### src/rtl/core/cchf_pkg.sv
// Shared types, constants and the byte-wide CRC-32 step of the command frame hunter.
// Used by the response interface, byte queue, register block, hunter and top level.
// No dependencies.
package cchf_pkg;

   // Frame layout
   localparam int FRAME_BYTES = 16;
   localparam int CRC_SPAN    = FRAME_BYTES - 4;
   localparam int FILL_W      = $clog2(FRAME_BYTES + 1);
   localparam int SPAN_IDX_W  = $clog2(CRC_SPAN);

   // Command codes
   localparam int CODE_COUNT = 5;
   localparam int CMD_IDX_W  = 3;

   // Input queue
   localparam int QUEUE_DEPTH_DEFAULT = 4;

   // Register port
   localparam int CSR_DATA_W = 32;
   localparam int CSR_ADDR_W = 5;
   localparam int REG_IDX_W  = 3;

   // Register indexes
   localparam logic [REG_IDX_W-1:0] REG_CODE_WRITE   = 3'd0;
   localparam logic [REG_IDX_W-1:0] REG_CODE_READ    = 3'd1;
   localparam logic [REG_IDX_W-1:0] REG_CODE_JUMP    = 3'd2;
   localparam logic [REG_IDX_W-1:0] REG_CODE_SPEED   = 3'd3;
   localparam logic [REG_IDX_W-1:0] REG_CODE_RAW_BUS = 3'd4;

   // Reflected CRC-32
   localparam logic [31:0] CRC_POLY = 32'hEDB8_8320;
   localparam logic [31:0] CRC_INIT = 32'hFFFF_FFFF;
   localparam logic [31:0] CRC_XOR  = 32'hFFFF_FFFF;

   typedef logic [CMD_IDX_W-1:0] cmd_index_type;
   typedef logic [CODE_COUNT-1:0][31:0] code_set_type;

   // Byte offered by the queue to the hunter
   typedef struct packed {
      logic       valid;
      logic [7:0] data;
   } queue_head_type;

   typedef enum logic [1:0] {
      ST_IDLE,
      ST_CRC,
      ST_CHECK
   } hunt_state_type;

   // Fold one byte into a reflected CRC-32 register
   function automatic logic [31:0] crc32_byte(input logic [31:0] crc, input logic [7:0] data);
      logic [31:0] c;
      c = crc ^ {24'd0, data};
      for (int b = 0; b < 8; b++) begin
         c = c[0] ? ((c >> 1) ^ CRC_POLY) : (c >> 1);
      end
      return c;
   endfunction

endpackage

### src/rtl/core/cchf_if.sv
// Valid/ready channel interfaces of the command frame hunter: byte requests in, commands out.
// Depends on cchf_pkg.
interface cchf_req_if;
   logic       valid;
   logic       ready;
   logic [7:0] rx_byte;

   modport source (output valid, output rx_byte, input ready);
   modport sink (input valid, input rx_byte, output ready);
endinterface

interface cchf_rsp_if;
   import cchf_pkg::*;
   logic          valid;
   logic          ready;
   cmd_index_type command_index;
   logic [31:0]   first_argument;
   logic [31:0]   second_argument;

   modport source (output valid, output command_index, output first_argument,
                   output second_argument, input ready);
   modport sink (input valid, input command_index, input first_argument,
                 input second_argument, output ready);
endinterface

### src/rtl/core/crc_checked_command_frame_hunter.sv
// CRC-checked command frame hunter.
// Request channel (req_chan): one serial byte per request, valid/ready handshake.
// Response channel (rsp_chan): command index and two argument words of a found frame.
// Register port: APB-style, pready always high; five 32-bit command code registers at
// byte addresses 0..16, written by the user only while the block is idle (unenforced).
// Requests enter a short FIFO (QUEUE_DEPTH bytes) and are shifted straight in while the
// 16-byte window is still filling. Once the window is full, each byte is shifted in,
// then the byte-wide CRC unit folds window bytes 0..11 in turn, then the CRC and the
// command codes are compared; no new byte leaves the FIFO until that check is done.
// A response is registered at the check of the byte that completes a valid frame.
// At most one response is produced per byte. A stalled response holds its register;
// the hunter keeps shifting and checking bytes and waits only when a second frame
// is found before the first response is taken. Requests back up once the FIFO fills.
// Reset (synchronous, active high) empties the FIFO and the window and clears the
// code registers to zero.
// Depends on cchf_pkg, cchf_if, cchf_byte_queue, cchf_csr and cchf_hunter.
module crc_checked_command_frame_hunter #(
   parameter int QUEUE_DEPTH = cchf_pkg::QUEUE_DEPTH_DEFAULT
) (
   input  logic                            clock,
   input  logic                            reset,
   cchf_req_if.sink                        req_chan,
   cchf_rsp_if.source                      rsp_chan,
   input  logic                            psel,
   input  logic                            penable,
   input  logic                            pwrite,
   input  logic [cchf_pkg::CSR_ADDR_W-1:0] paddr,
   input  logic [cchf_pkg::CSR_DATA_W-1:0] pwdata,
   output logic [cchf_pkg::CSR_DATA_W-1:0] prdata,
   output logic                            pready
);
   import cchf_pkg::*;

   queue_head_type head;
   logic           pop;
   code_set_type   codes;

   // Front: request byte FIFO
   cchf_byte_queue #(
      .DEPTH(QUEUE_DEPTH)
   ) u_queue (
      .clock    (clock),
      .reset    (reset),
      .req_chan (req_chan),
      .head     (head),
      .pop      (pop)
   );

   // Command code registers
   cchf_csr u_csr (
      .clock   (clock),
      .reset   (reset),
      .psel    (psel),
      .penable (penable),
      .pwrite  (pwrite),
      .paddr   (paddr),
      .pwdata  (pwdata),
      .prdata  (prdata),
      .pready  (pready),
      .codes   (codes)
   );

   // Back: window, CRC and response
   cchf_hunter u_hunter (
      .clock    (clock),
      .reset    (reset),
      .head     (head),
      .pop      (pop),
      .codes    (codes),
      .rsp_chan (rsp_chan)
   );

endmodule

### src/rtl/core/cchf_byte_queue.sv
// Front end: accepts request bytes into a short FIFO that the hunter drains.
// Depends on cchf_pkg and cchf_if.
module cchf_byte_queue #(
   parameter int DEPTH = cchf_pkg::QUEUE_DEPTH_DEFAULT
) (
   input  logic                    clock,
   input  logic                    reset,
   cchf_req_if.sink                req_chan,
   output cchf_pkg::queue_head_type head,
   input  logic                    pop
);
   import cchf_pkg::*;

   localparam int PTR_W = (DEPTH > 1) ? $clog2(DEPTH) : 1;
   localparam int CNT_W = $clog2(DEPTH + 1);
   localparam logic [PTR_W-1:0] LAST_PTR = PTR_W'(DEPTH - 1);
   localparam logic [CNT_W-1:0] FULL_CNT = CNT_W'(DEPTH);

   logic [7:0]       mem_ff [DEPTH];
   logic [PTR_W-1:0] wr_ptr_ff, wr_ptr_in;
   logic [PTR_W-1:0] rd_ptr_ff, rd_ptr_in;
   logic [CNT_W-1:0] count_ff, count_in;
   logic             push;
   logic             take;

   assign req_chan.ready = (count_ff != FULL_CNT);
   assign push           = req_chan.valid && req_chan.ready;
   assign take           = pop && (count_ff != '0);

   assign head.valid = (count_ff != '0);
   assign head.data  = mem_ff[rd_ptr_ff];

   // Advance pointers and occupancy
   always_comb begin
      wr_ptr_in = wr_ptr_ff;
      rd_ptr_in = rd_ptr_ff;
      count_in  = count_ff;
      if (push) begin
         wr_ptr_in = (wr_ptr_ff == LAST_PTR) ? '0 : wr_ptr_ff + 1'b1;
      end
      if (take) begin
         rd_ptr_in = (rd_ptr_ff == LAST_PTR) ? '0 : rd_ptr_ff + 1'b1;
      end
      if (push && !take) begin
         count_in = count_ff + 1'b1;
      end else if (take && !push) begin
         count_in = count_ff - 1'b1;
      end
   end

   always_ff @(posedge clock) begin
      if (reset) begin
         wr_ptr_ff <= '0;
         rd_ptr_ff <= '0;
         count_ff  <= '0;
      end else begin
         wr_ptr_ff <= wr_ptr_in;
         rd_ptr_ff <= rd_ptr_in;
         count_ff  <= count_in;
      end
   end

   // Store the accepted request byte
   always_ff @(posedge clock) begin
      if (push) begin
         mem_ff[wr_ptr_ff] <= req_chan.rx_byte;
      end
   end

endmodule

### src/rtl/core/cchf_csr.sv
// Register block: five command code registers behind an APB-style write/read port.
// Depends on cchf_pkg.
module cchf_csr (
   input  logic                          clock,
   input  logic                          reset,
   input  logic                          psel,
   input  logic                          penable,
   input  logic                          pwrite,
   input  logic [cchf_pkg::CSR_ADDR_W-1:0] paddr,
   input  logic [cchf_pkg::CSR_DATA_W-1:0] pwdata,
   output logic [cchf_pkg::CSR_DATA_W-1:0] prdata,
   output logic                          pready,
   output cchf_pkg::code_set_type        codes
);
   import cchf_pkg::*;

   code_set_type         codes_ff, codes_in;
   logic [REG_IDX_W-1:0] reg_idx;
   logic                 wr_en;

   assign reg_idx = paddr[CSR_ADDR_W-1:2];
   assign wr_en   = psel && penable && pwrite;
   assign pready  = 1'b1;
   assign codes   = codes_ff;

   // Decode the write
   always_comb begin
      codes_in = codes_ff;
      if (wr_en) begin
         case (reg_idx)
            REG_CODE_WRITE:   codes_in[0] = pwdata;
            REG_CODE_READ:    codes_in[1] = pwdata;
            REG_CODE_JUMP:    codes_in[2] = pwdata;
            REG_CODE_SPEED:   codes_in[3] = pwdata;
            REG_CODE_RAW_BUS: codes_in[4] = pwdata;
            default:          codes_in = codes_ff;
         endcase
      end
   end

   // Read back
   always_comb begin
      case (reg_idx)
         REG_CODE_WRITE:   prdata = codes_ff[0];
         REG_CODE_READ:    prdata = codes_ff[1];
         REG_CODE_JUMP:    prdata = codes_ff[2];
         REG_CODE_SPEED:   prdata = codes_ff[3];
         REG_CODE_RAW_BUS: prdata = codes_ff[4];
         default:          prdata = '0;
      endcase
   end

   always_ff @(posedge clock) begin
      if (reset) begin
         codes_ff <= '0;
      end else begin
         codes_ff <= codes_in;
      end
   end

endmodule

### src/rtl/core/cchf_hunter.sv
// Back end: shifts bytes into the 16-byte window, runs the CRC one byte a cycle,
// matches the command word and drives the registered response. Depends on cchf_pkg, cchf_if.
module cchf_hunter (
   input  logic                     clock,
   input  logic                     reset,
   input  cchf_pkg::queue_head_type head,
   output logic                     pop,
   input  cchf_pkg::code_set_type   codes,
   cchf_rsp_if.source               rsp_chan
);
   import cchf_pkg::*;

   localparam logic [FILL_W-1:0]     FULL_FILL = FILL_W'(FRAME_BYTES);
   localparam logic [FILL_W-1:0]     HUNT_FILL = FILL_W'(FRAME_BYTES - 1);
   localparam logic [SPAN_IDX_W-1:0] LAST_IDX  = SPAN_IDX_W'(CRC_SPAN - 1);

   hunt_state_type        state_ff, state_in;
   logic [7:0]            window_ff [FRAME_BYTES];
   logic                  shift_en;
   logic [FILL_W-1:0]     fill_ff, fill_in;
   logic [SPAN_IDX_W-1:0] idx_ff, idx_in;
   logic [31:0]           crc_ff, crc_in;

   logic                  rsp_valid_ff, rsp_valid_in;
   cmd_index_type         cmd_idx_ff;
   logic [31:0]           arg0_ff, arg1_ff;
   logic                  load_rsp;

   logic [31:0]           cmd_word, arg0_word, arg1_word, crc_word;
   logic                  code_hit;
   cmd_index_type         hit_idx;
   logic                  out_free;

   assign cmd_word  = {window_ff[3], window_ff[2], window_ff[1], window_ff[0]};
   assign arg0_word = {window_ff[7], window_ff[6], window_ff[5], window_ff[4]};
   assign arg1_word = {window_ff[11], window_ff[10], window_ff[9], window_ff[8]};
   assign crc_word  = {window_ff[15], window_ff[14], window_ff[13], window_ff[12]};

   assign out_free = !rsp_valid_ff || rsp_chan.ready;

   // Match the command word, lowest index wins
   always_comb begin
      code_hit = 1'b0;
      hit_idx  = '0;
      for (int i = CODE_COUNT - 1; i >= 0; i--) begin
         if (cmd_word == codes[i]) begin
            code_hit = 1'b1;
            hit_idx  = CMD_IDX_W'(i);
         end
      end
   end

   // Sequence: take byte, fold CRC over the first twelve bytes, check
   always_comb begin
      state_in = state_ff;
      fill_in  = fill_ff;
      idx_in   = idx_ff;
      crc_in   = crc_ff;
      pop      = 1'b0;
      shift_en = 1'b0;
      load_rsp = 1'b0;
      case (state_ff)
         ST_IDLE: begin
            if (head.valid) begin
               pop      = 1'b1;
               shift_en = 1'b1;
               fill_in  = fill_ff + 1'b1;
               idx_in   = '0;
               crc_in   = CRC_INIT;
               if (fill_ff == HUNT_FILL) begin
                  state_in = ST_CRC;
               end
            end
         end
         ST_CRC: begin
            crc_in = crc32_byte(crc_ff, window_ff[idx_ff]);
            if (idx_ff == LAST_IDX) begin
               state_in = ST_CHECK;
            end else begin
               idx_in = idx_ff + 1'b1;
            end
         end
         ST_CHECK: begin
            if (((crc_ff ^ CRC_XOR) == crc_word) && code_hit) begin
               if (out_free) begin
                  load_rsp = 1'b1;
                  fill_in  = '0;
                  state_in = ST_IDLE;
               end
            end else begin
               fill_in  = HUNT_FILL;
               state_in = ST_IDLE;
            end
         end
         default: state_in = ST_IDLE;
      endcase
   end

   always_comb begin
      rsp_valid_in = rsp_valid_ff;
      if (rsp_valid_ff && rsp_chan.ready) begin
         rsp_valid_in = 1'b0;
      end
      if (load_rsp) begin
         rsp_valid_in = 1'b1;
      end
   end

   always_ff @(posedge clock) begin
      if (reset) begin
         state_ff     <= ST_IDLE;
         fill_ff      <= '0;
         rsp_valid_ff <= 1'b0;
      end else begin
         state_ff     <= state_in;
         fill_ff      <= fill_in;
         rsp_valid_ff <= rsp_valid_in;
      end
   end

   // Hold CRC state and byte index
   always_ff @(posedge clock) begin
      idx_ff <= idx_in;
      crc_ff <= crc_in;
   end

   // Shift the window: newest byte enters at the top, oldest drops out
   always_ff @(posedge clock) begin
      if (shift_en) begin
         for (int i = 0; i < FRAME_BYTES - 1; i++) begin
            window_ff[i] <= window_ff[i + 1];
         end
         window_ff[FRAME_BYTES - 1] <= head.data;
      end
   end

   // Load the response register
   always_ff @(posedge clock) begin
      if (load_rsp) begin
         cmd_idx_ff <= hit_idx;
         arg0_ff    <= arg0_word;
         arg1_ff    <= arg1_word;
      end
   end

   assign rsp_chan.valid           = rsp_valid_ff;
   assign rsp_chan.command_index   = cmd_idx_ff;
   assign rsp_chan.first_argument  = arg0_ff;
   assign rsp_chan.second_argument = arg1_ff;

endmodule
### src/flat_wrapper.sv
// flat-port wrapper written by rule: the top's interface ports become plain ports
module crc_checked_command_frame_hunter_flat import cchf_pkg::*;
#(
   parameter int QUEUE_DEPTH = cchf_pkg::QUEUE_DEPTH_DEFAULT
)
  (clock, reset, psel, penable, pwrite, paddr, pwdata, prdata, pready, req_chan_valid, req_chan_rx_byte, req_chan_ready, rsp_chan_valid, rsp_chan_command_index, rsp_chan_first_argument, rsp_chan_second_argument, rsp_chan_ready);
  cchf_req_if req_chan_i ();
  cchf_rsp_if rsp_chan_i ();
  input  logic clock;
  input  logic reset;
  input  logic psel;
  input  logic penable;
  input  logic pwrite;
  input  logic [cchf_pkg::CSR_ADDR_W-1:0] paddr;
  input  logic [cchf_pkg::CSR_DATA_W-1:0] pwdata;
  output logic [cchf_pkg::CSR_DATA_W-1:0] prdata;
  output logic pready;
  input wire logic [$bits(req_chan_i.valid)-1:0] req_chan_valid;
  input wire logic [$bits(req_chan_i.rx_byte)-1:0] req_chan_rx_byte;
  output wire logic [$bits(req_chan_i.ready)-1:0] req_chan_ready;
  output wire logic [$bits(rsp_chan_i.valid)-1:0] rsp_chan_valid;
  output wire logic [$bits(rsp_chan_i.command_index)-1:0] rsp_chan_command_index;
  output wire logic [$bits(rsp_chan_i.first_argument)-1:0] rsp_chan_first_argument;
  output wire logic [$bits(rsp_chan_i.second_argument)-1:0] rsp_chan_second_argument;
  input wire logic [$bits(rsp_chan_i.ready)-1:0] rsp_chan_ready;
  assign req_chan_i.valid = req_chan_valid;
  assign req_chan_i.rx_byte = req_chan_rx_byte;
  assign req_chan_ready = req_chan_i.ready;
  assign rsp_chan_valid = rsp_chan_i.valid;
  assign rsp_chan_command_index = rsp_chan_i.command_index;
  assign rsp_chan_first_argument = rsp_chan_i.first_argument;
  assign rsp_chan_second_argument = rsp_chan_i.second_argument;
  assign rsp_chan_i.ready = rsp_chan_ready;
  crc_checked_command_frame_hunter #(.QUEUE_DEPTH(QUEUE_DEPTH)) u_core (.clock(clock), .reset(reset), .req_chan(req_chan_i), .rsp_chan(rsp_chan_i), .psel(psel), .penable(penable), .pwrite(pwrite), .paddr(paddr), .pwdata(pwdata), .prdata(prdata), .pready(pready));
endmodule
### config.mk
export PLATFORM = sky130hd
export DESIGN_NAME = crc_checked_command_frame_hunter_flat
export DESIGN_NICKNAME = d
export VERILOG_FILES = /design/src/rtl/core/cchf_pkg.sv /design/src/rtl/core/cchf_if.sv /design/src/rtl/core/crc_checked_command_frame_hunter.sv /design/src/rtl/core/cchf_byte_queue.sv /design/src/rtl/core/cchf_csr.sv /design/src/rtl/core/cchf_hunter.sv /design/src/flat_wrapper.sv
export SDC_FILE = /design/constraint.sdc
export NUM_CORES = 1
export LEC_CHECK = 0
export ABC_AREA = 1
export ABC_CLOCK_PERIOD_IN_PS = 24400
export BUFFER_PORTS_ARGS = -buffer_cell sky130_fd_sc_hd__buf_2
export CORE_ASPECT_RATIO = 1.4
export CORE_MARGIN = 2
export CORE_UTILIZATION = 35
export DETAILED_ROUTE_END_ITERATION = 12
export GPL_TIMING_DRIVEN = 0
export MAX_ROUTING_LAYER = met4
export PLACE_DENSITY = 0.58
export SLEW_MARGIN = 15
export SYNTH_ARGS = -nofsm -noshare
export SYNTH_HDL_FRONTEND = slang
export SYNTH_SLANG_ARGS = --single-unit
### constraint.sdc
create_clock -name clock -period 24.4 [get_ports clock]
set_clock_uncertainty 0.1 [all_clocks]
set_input_delay 3.66 -clock clock [delete_from_list [all_inputs] [get_ports clock]]
set_output_delay 3.66 -clock clock [all_outputs]
set_load 0.03 [all_outputs]
==> metrics.cfg <==
[setup_path]
slowest_stage=clkbuf_1
reg2reg_to=u_core.u_hunter.rsp_chan.second_argument[27]
start_kind=input pin
r2r_start=u_core.u_hunter.window_ff[0][1]
arrival_ps=7330
required_ps=20640
regToRegSetupSlack_ps=20190
rr_worst_depth=18
worst_setup_path_end_kind=output port
critical_path.max_fanout=10
timing.critical_path.cells=buf_2 -> nor2_1 -> nand2_1 -> clkbuf_1 -> inv_1 -> clkbuf_1 -> clkbuf_1 -> nand2_1 -> nand4_1 -> buf_2
slowest_delay_ps=920
critPathMostFrequentCell=clkbuf_1
critPathKind=in2out

[power]
p_int_mw=1.90
power.density_nw_per_um2=135
p_seq_share_pct=35.5
power_frac_comb_pct=42.6
pwr-share-clk_pct=21.9
p_sw_mw=1.43
leakagePower_nw=9.82
peakVddDrop_uv=78.7
p_sw_share_pct=42.9

[timing]
worstMarginPinSlew_ps=1160
max_clock_freq_mhz=90.2
setup_viol=0
fin_crit_ps=11090
tns_ps=0
finalHoldViolCount=0
post-route-period-util_pct=45.5
fin_ws_ps=13310
slew_headroom_pct=23.0
slew_violations=0
rsz0062_at_grt=false

[clocking]
cts_tree=yes
clock_path_buffers=3
hold_buffers=0
cts-buffers-inserted=48
root_buffer=clkbuf_16
clk_pin_slew_worst_paths_ps=60
cts.htree.levels=2
post_cts_resized=0
cts.sinks=444
insertion_delay_ps=600
post-cts-setup-buffers=0

[floorplanning]
initial_core_util_pct=35.4
io_pins=154
die_w_um=212
core.rowCount=106
dieArea_um2=62600
core_um2=59800
die_y_um=295

[cells_and_area]
design.final.nets=2691
drive_gt1_share_pct=13.1
mostFrequentLayoutCells=nand2_1 (508), nor2_1 (376), edfxtp_1 (263)
fin_cells=3477
layout.cells.most_common=nand2_1
area_growth_pct=16.2
fillers=5974

[placed_design]
dpl.cell_count=3389
gp_congestion=1.03
place.port_buffers=149
dp_slack_ps=13640
dpl.hpwl_um=60300

[yosys]
synth_seq_cells=444
netlist_area_um2=21200
synth.distinct_cells=54
syn_avg_cell_area_um2=8.77
yosysSeqAreaShare_pct=54.3
syn_nets=2479
yosys_most_used_dff=edfxtp_1
yosysWarnings=0
async_flop_share_pct=0
synth_edf_count=263
synth_cells=2417

[grt]
gr-usage-met1_pct=28.3
grt_max_degree=71
grt_pass1_vias=17800
use_met3_pct=3.17
grt_pass1_wl_um=115000
antenna_found_initial=3
met2_usage_pct=45.3
grt.busiest_layer=met2
gr-total-overflow=0
track_usage_pct=26.2

[worst_hold_path]
worst_hold_path_type=reg2reg
min_from=u_core.u_hunter.window_ff[1][5]
holdPathEnd=u_core.u_hunter.window_ff[0][5]
holdPathStages=0

[route]
drt-initial-drc-count=1599
wl_um=80100
first_pass_iters=5
vias_per_cell=5.20
post-route-drc-count=0
vias=18100
routedWlPerCell_um=23.0
ant_nets=0

[run_status]
status=finished, final reports clean

[flow_run]
drv_cap=0

==> cell families (layout without fill, tap and decap cells) <==
| family | after synthesis | after routing | share of synthesized area (%) |
|---|---|---|---|
| AND/OR/NAND/NOR | 1138 | 1138 | 22.6 |
| other | 1 | 3 | 0.0177 |
| buffers and inverters | 297 | 545 | 5.85 |
| flip-flops | 444 | 444 | 54.3 |
| adder cells (fa/ha/maj) | 10 | 10 | 0.626 |
| AO/OA/AOI/OAI | 356 | 356 | 9.38 |
| multiplexers | 2 | 2 | 0.106 |
| XOR/XNOR | 169 | 169 | 7.09 |
==> how the worst max path moves through the flow <==
stage / cells past startpoint / startpoint / endpoint / slack (ps)
floorplan: 4 / rsp_chan_ready / u_core.u_hunter.rsp_chan.command_index[0] / 12840
global placement: 5 / rsp_chan_ready / u_core.u_hunter.rsp_chan.second_argument[25] / 8370
detailed placement: 10 / paddr[4] / prdata[22] / 13640
CTS: 10 / paddr[4] / prdata[22] / 13660
global route: 10 / paddr[4] / prdata[22] / 13480
finish: 10 / paddr[4] / prdata[22] / 13310
==> layer usage <==
layer,vias to the layer above,share of wire (%)
li1,8440,-
met4,0,7.7
met2,749,50
met1,8604,37
met5,-,0
met3,272,5.1
==> power groups by stage <==
stage          clock [mW]  combinational, mW  sequential (mW)
2_1_floorplan           0              0.996             1.13
3_3_place_gp            0               1.38             1.22
3_5_place_dp            0               1.41             1.20
4_1_cts             0.743               1.42             1.18
5_1_grt             0.768               1.57             1.20
6_report            0.728               1.42             1.18
==> critical path, delay by kind of cell <==
| family | cells | cell delay, ps |
|---|---|---|
| buffers and inverters | 6 | 3040 |
| AND/OR/NAND/NOR | 4 | 620 |
==> cells in the mapped netlist, types with 5 or more instances <==
library cell | instances | share of area [%]
clkbuf_1 | 69 | 1.2
buf_2 | 38 | 0.90
edfxtp_1 | 263 | 37
nor4_1 | 7 | 0.21
nand2_2 | 18 | 0.53
a22oi_1 | 8 | 0.28
o211ai_1 | 5 | 0.18
a221oi_1 | 21 | 0.87
nand3_1 | 156 | 3.7
xor2_1 | 20 | 0.83
inv_1 | 168 | 3.0
nand2_4 | 8 | 0.42
o21ai_1 | 5 | 0.12
nor2_1 | 376 | 6.7
ha_1 | 9 | 0.53
nand2_1 | 509 | 9.0
nor3_1 | 5 | 0.12
or2_1 | 5 | 0.15
dfxtp_1 | 181 | 17
buf_4 | 5 | 0.18
xnor2_1 | 146 | 6.0
o21ai_0 | 231 | 5.5
a21oi_1 | 58 | 1.4
o22ai_1 | 8 | 0.24
or2_2 | 13 | 0.38
buf_6 | 7 | 0.37
nand4_1 | 27 | 0.80
==> flip-flops by register name (all words and copies together) (netlist names), named ones only <==
signal and count:
u_core.u_queue.wr_ptr_ff 2, u_core.u_hunter.rsp_chan.valid 1, u_core.u_queue.mem_ff 32, u_core.u_queue.count_ff 3
u_core.u_hunter.fill_ff 5, u_core.u_hunter.rsp_chan.second_argument 32, u_core.u_hunter.crc_ff 32, u_core.u_hunter.rsp_chan.first_argument 32
u_core.u_csr.codes 160, u_core.u_hunter.state_ff 2, u_core.u_hunter.rsp_chan.command_index 3, u_core.u_queue.rd_ptr_ff 2
u_core.u_hunter.idx_ff 4, u_core.u_hunter.window_ff 128
==> per-stage QoR <==
stage	power (mW)	hold WS (ps)	area (µm²)	utilization, %
finish	3.33	342	24600	41.2
global route	3.53	349	24600	41.2
floorplan	2.13	321	21200	-
global placement	2.60	324	23000	38.4
detailed placement	2.61	328	23100	38.6
CTS	3.34	342	24600	41.2
==> layout make-up <==
| cell class | instances | area [µm²] | share of cell area (%) |
|---|---|---|---|
| inverter | 173 | 657 | 2.67 |
| clock inverter | 24 | 201 | 0.818 |
| buffer | 124 | 589 | 2.39 |
| timing repair buffer | 162 | 863 | 3.50 |
| sequential | 444 | 11500 | 46.8 |
| antenna | 2 | 5.00 | 0.0203 |
| clock buffer | 62 | 1340 | 5.42 |
| multi-input combinational | 1676 | 8450 | 34.3 |
| tap | 810 | 1010 | 4.11 |
Power figures use the tool's default switching activity.
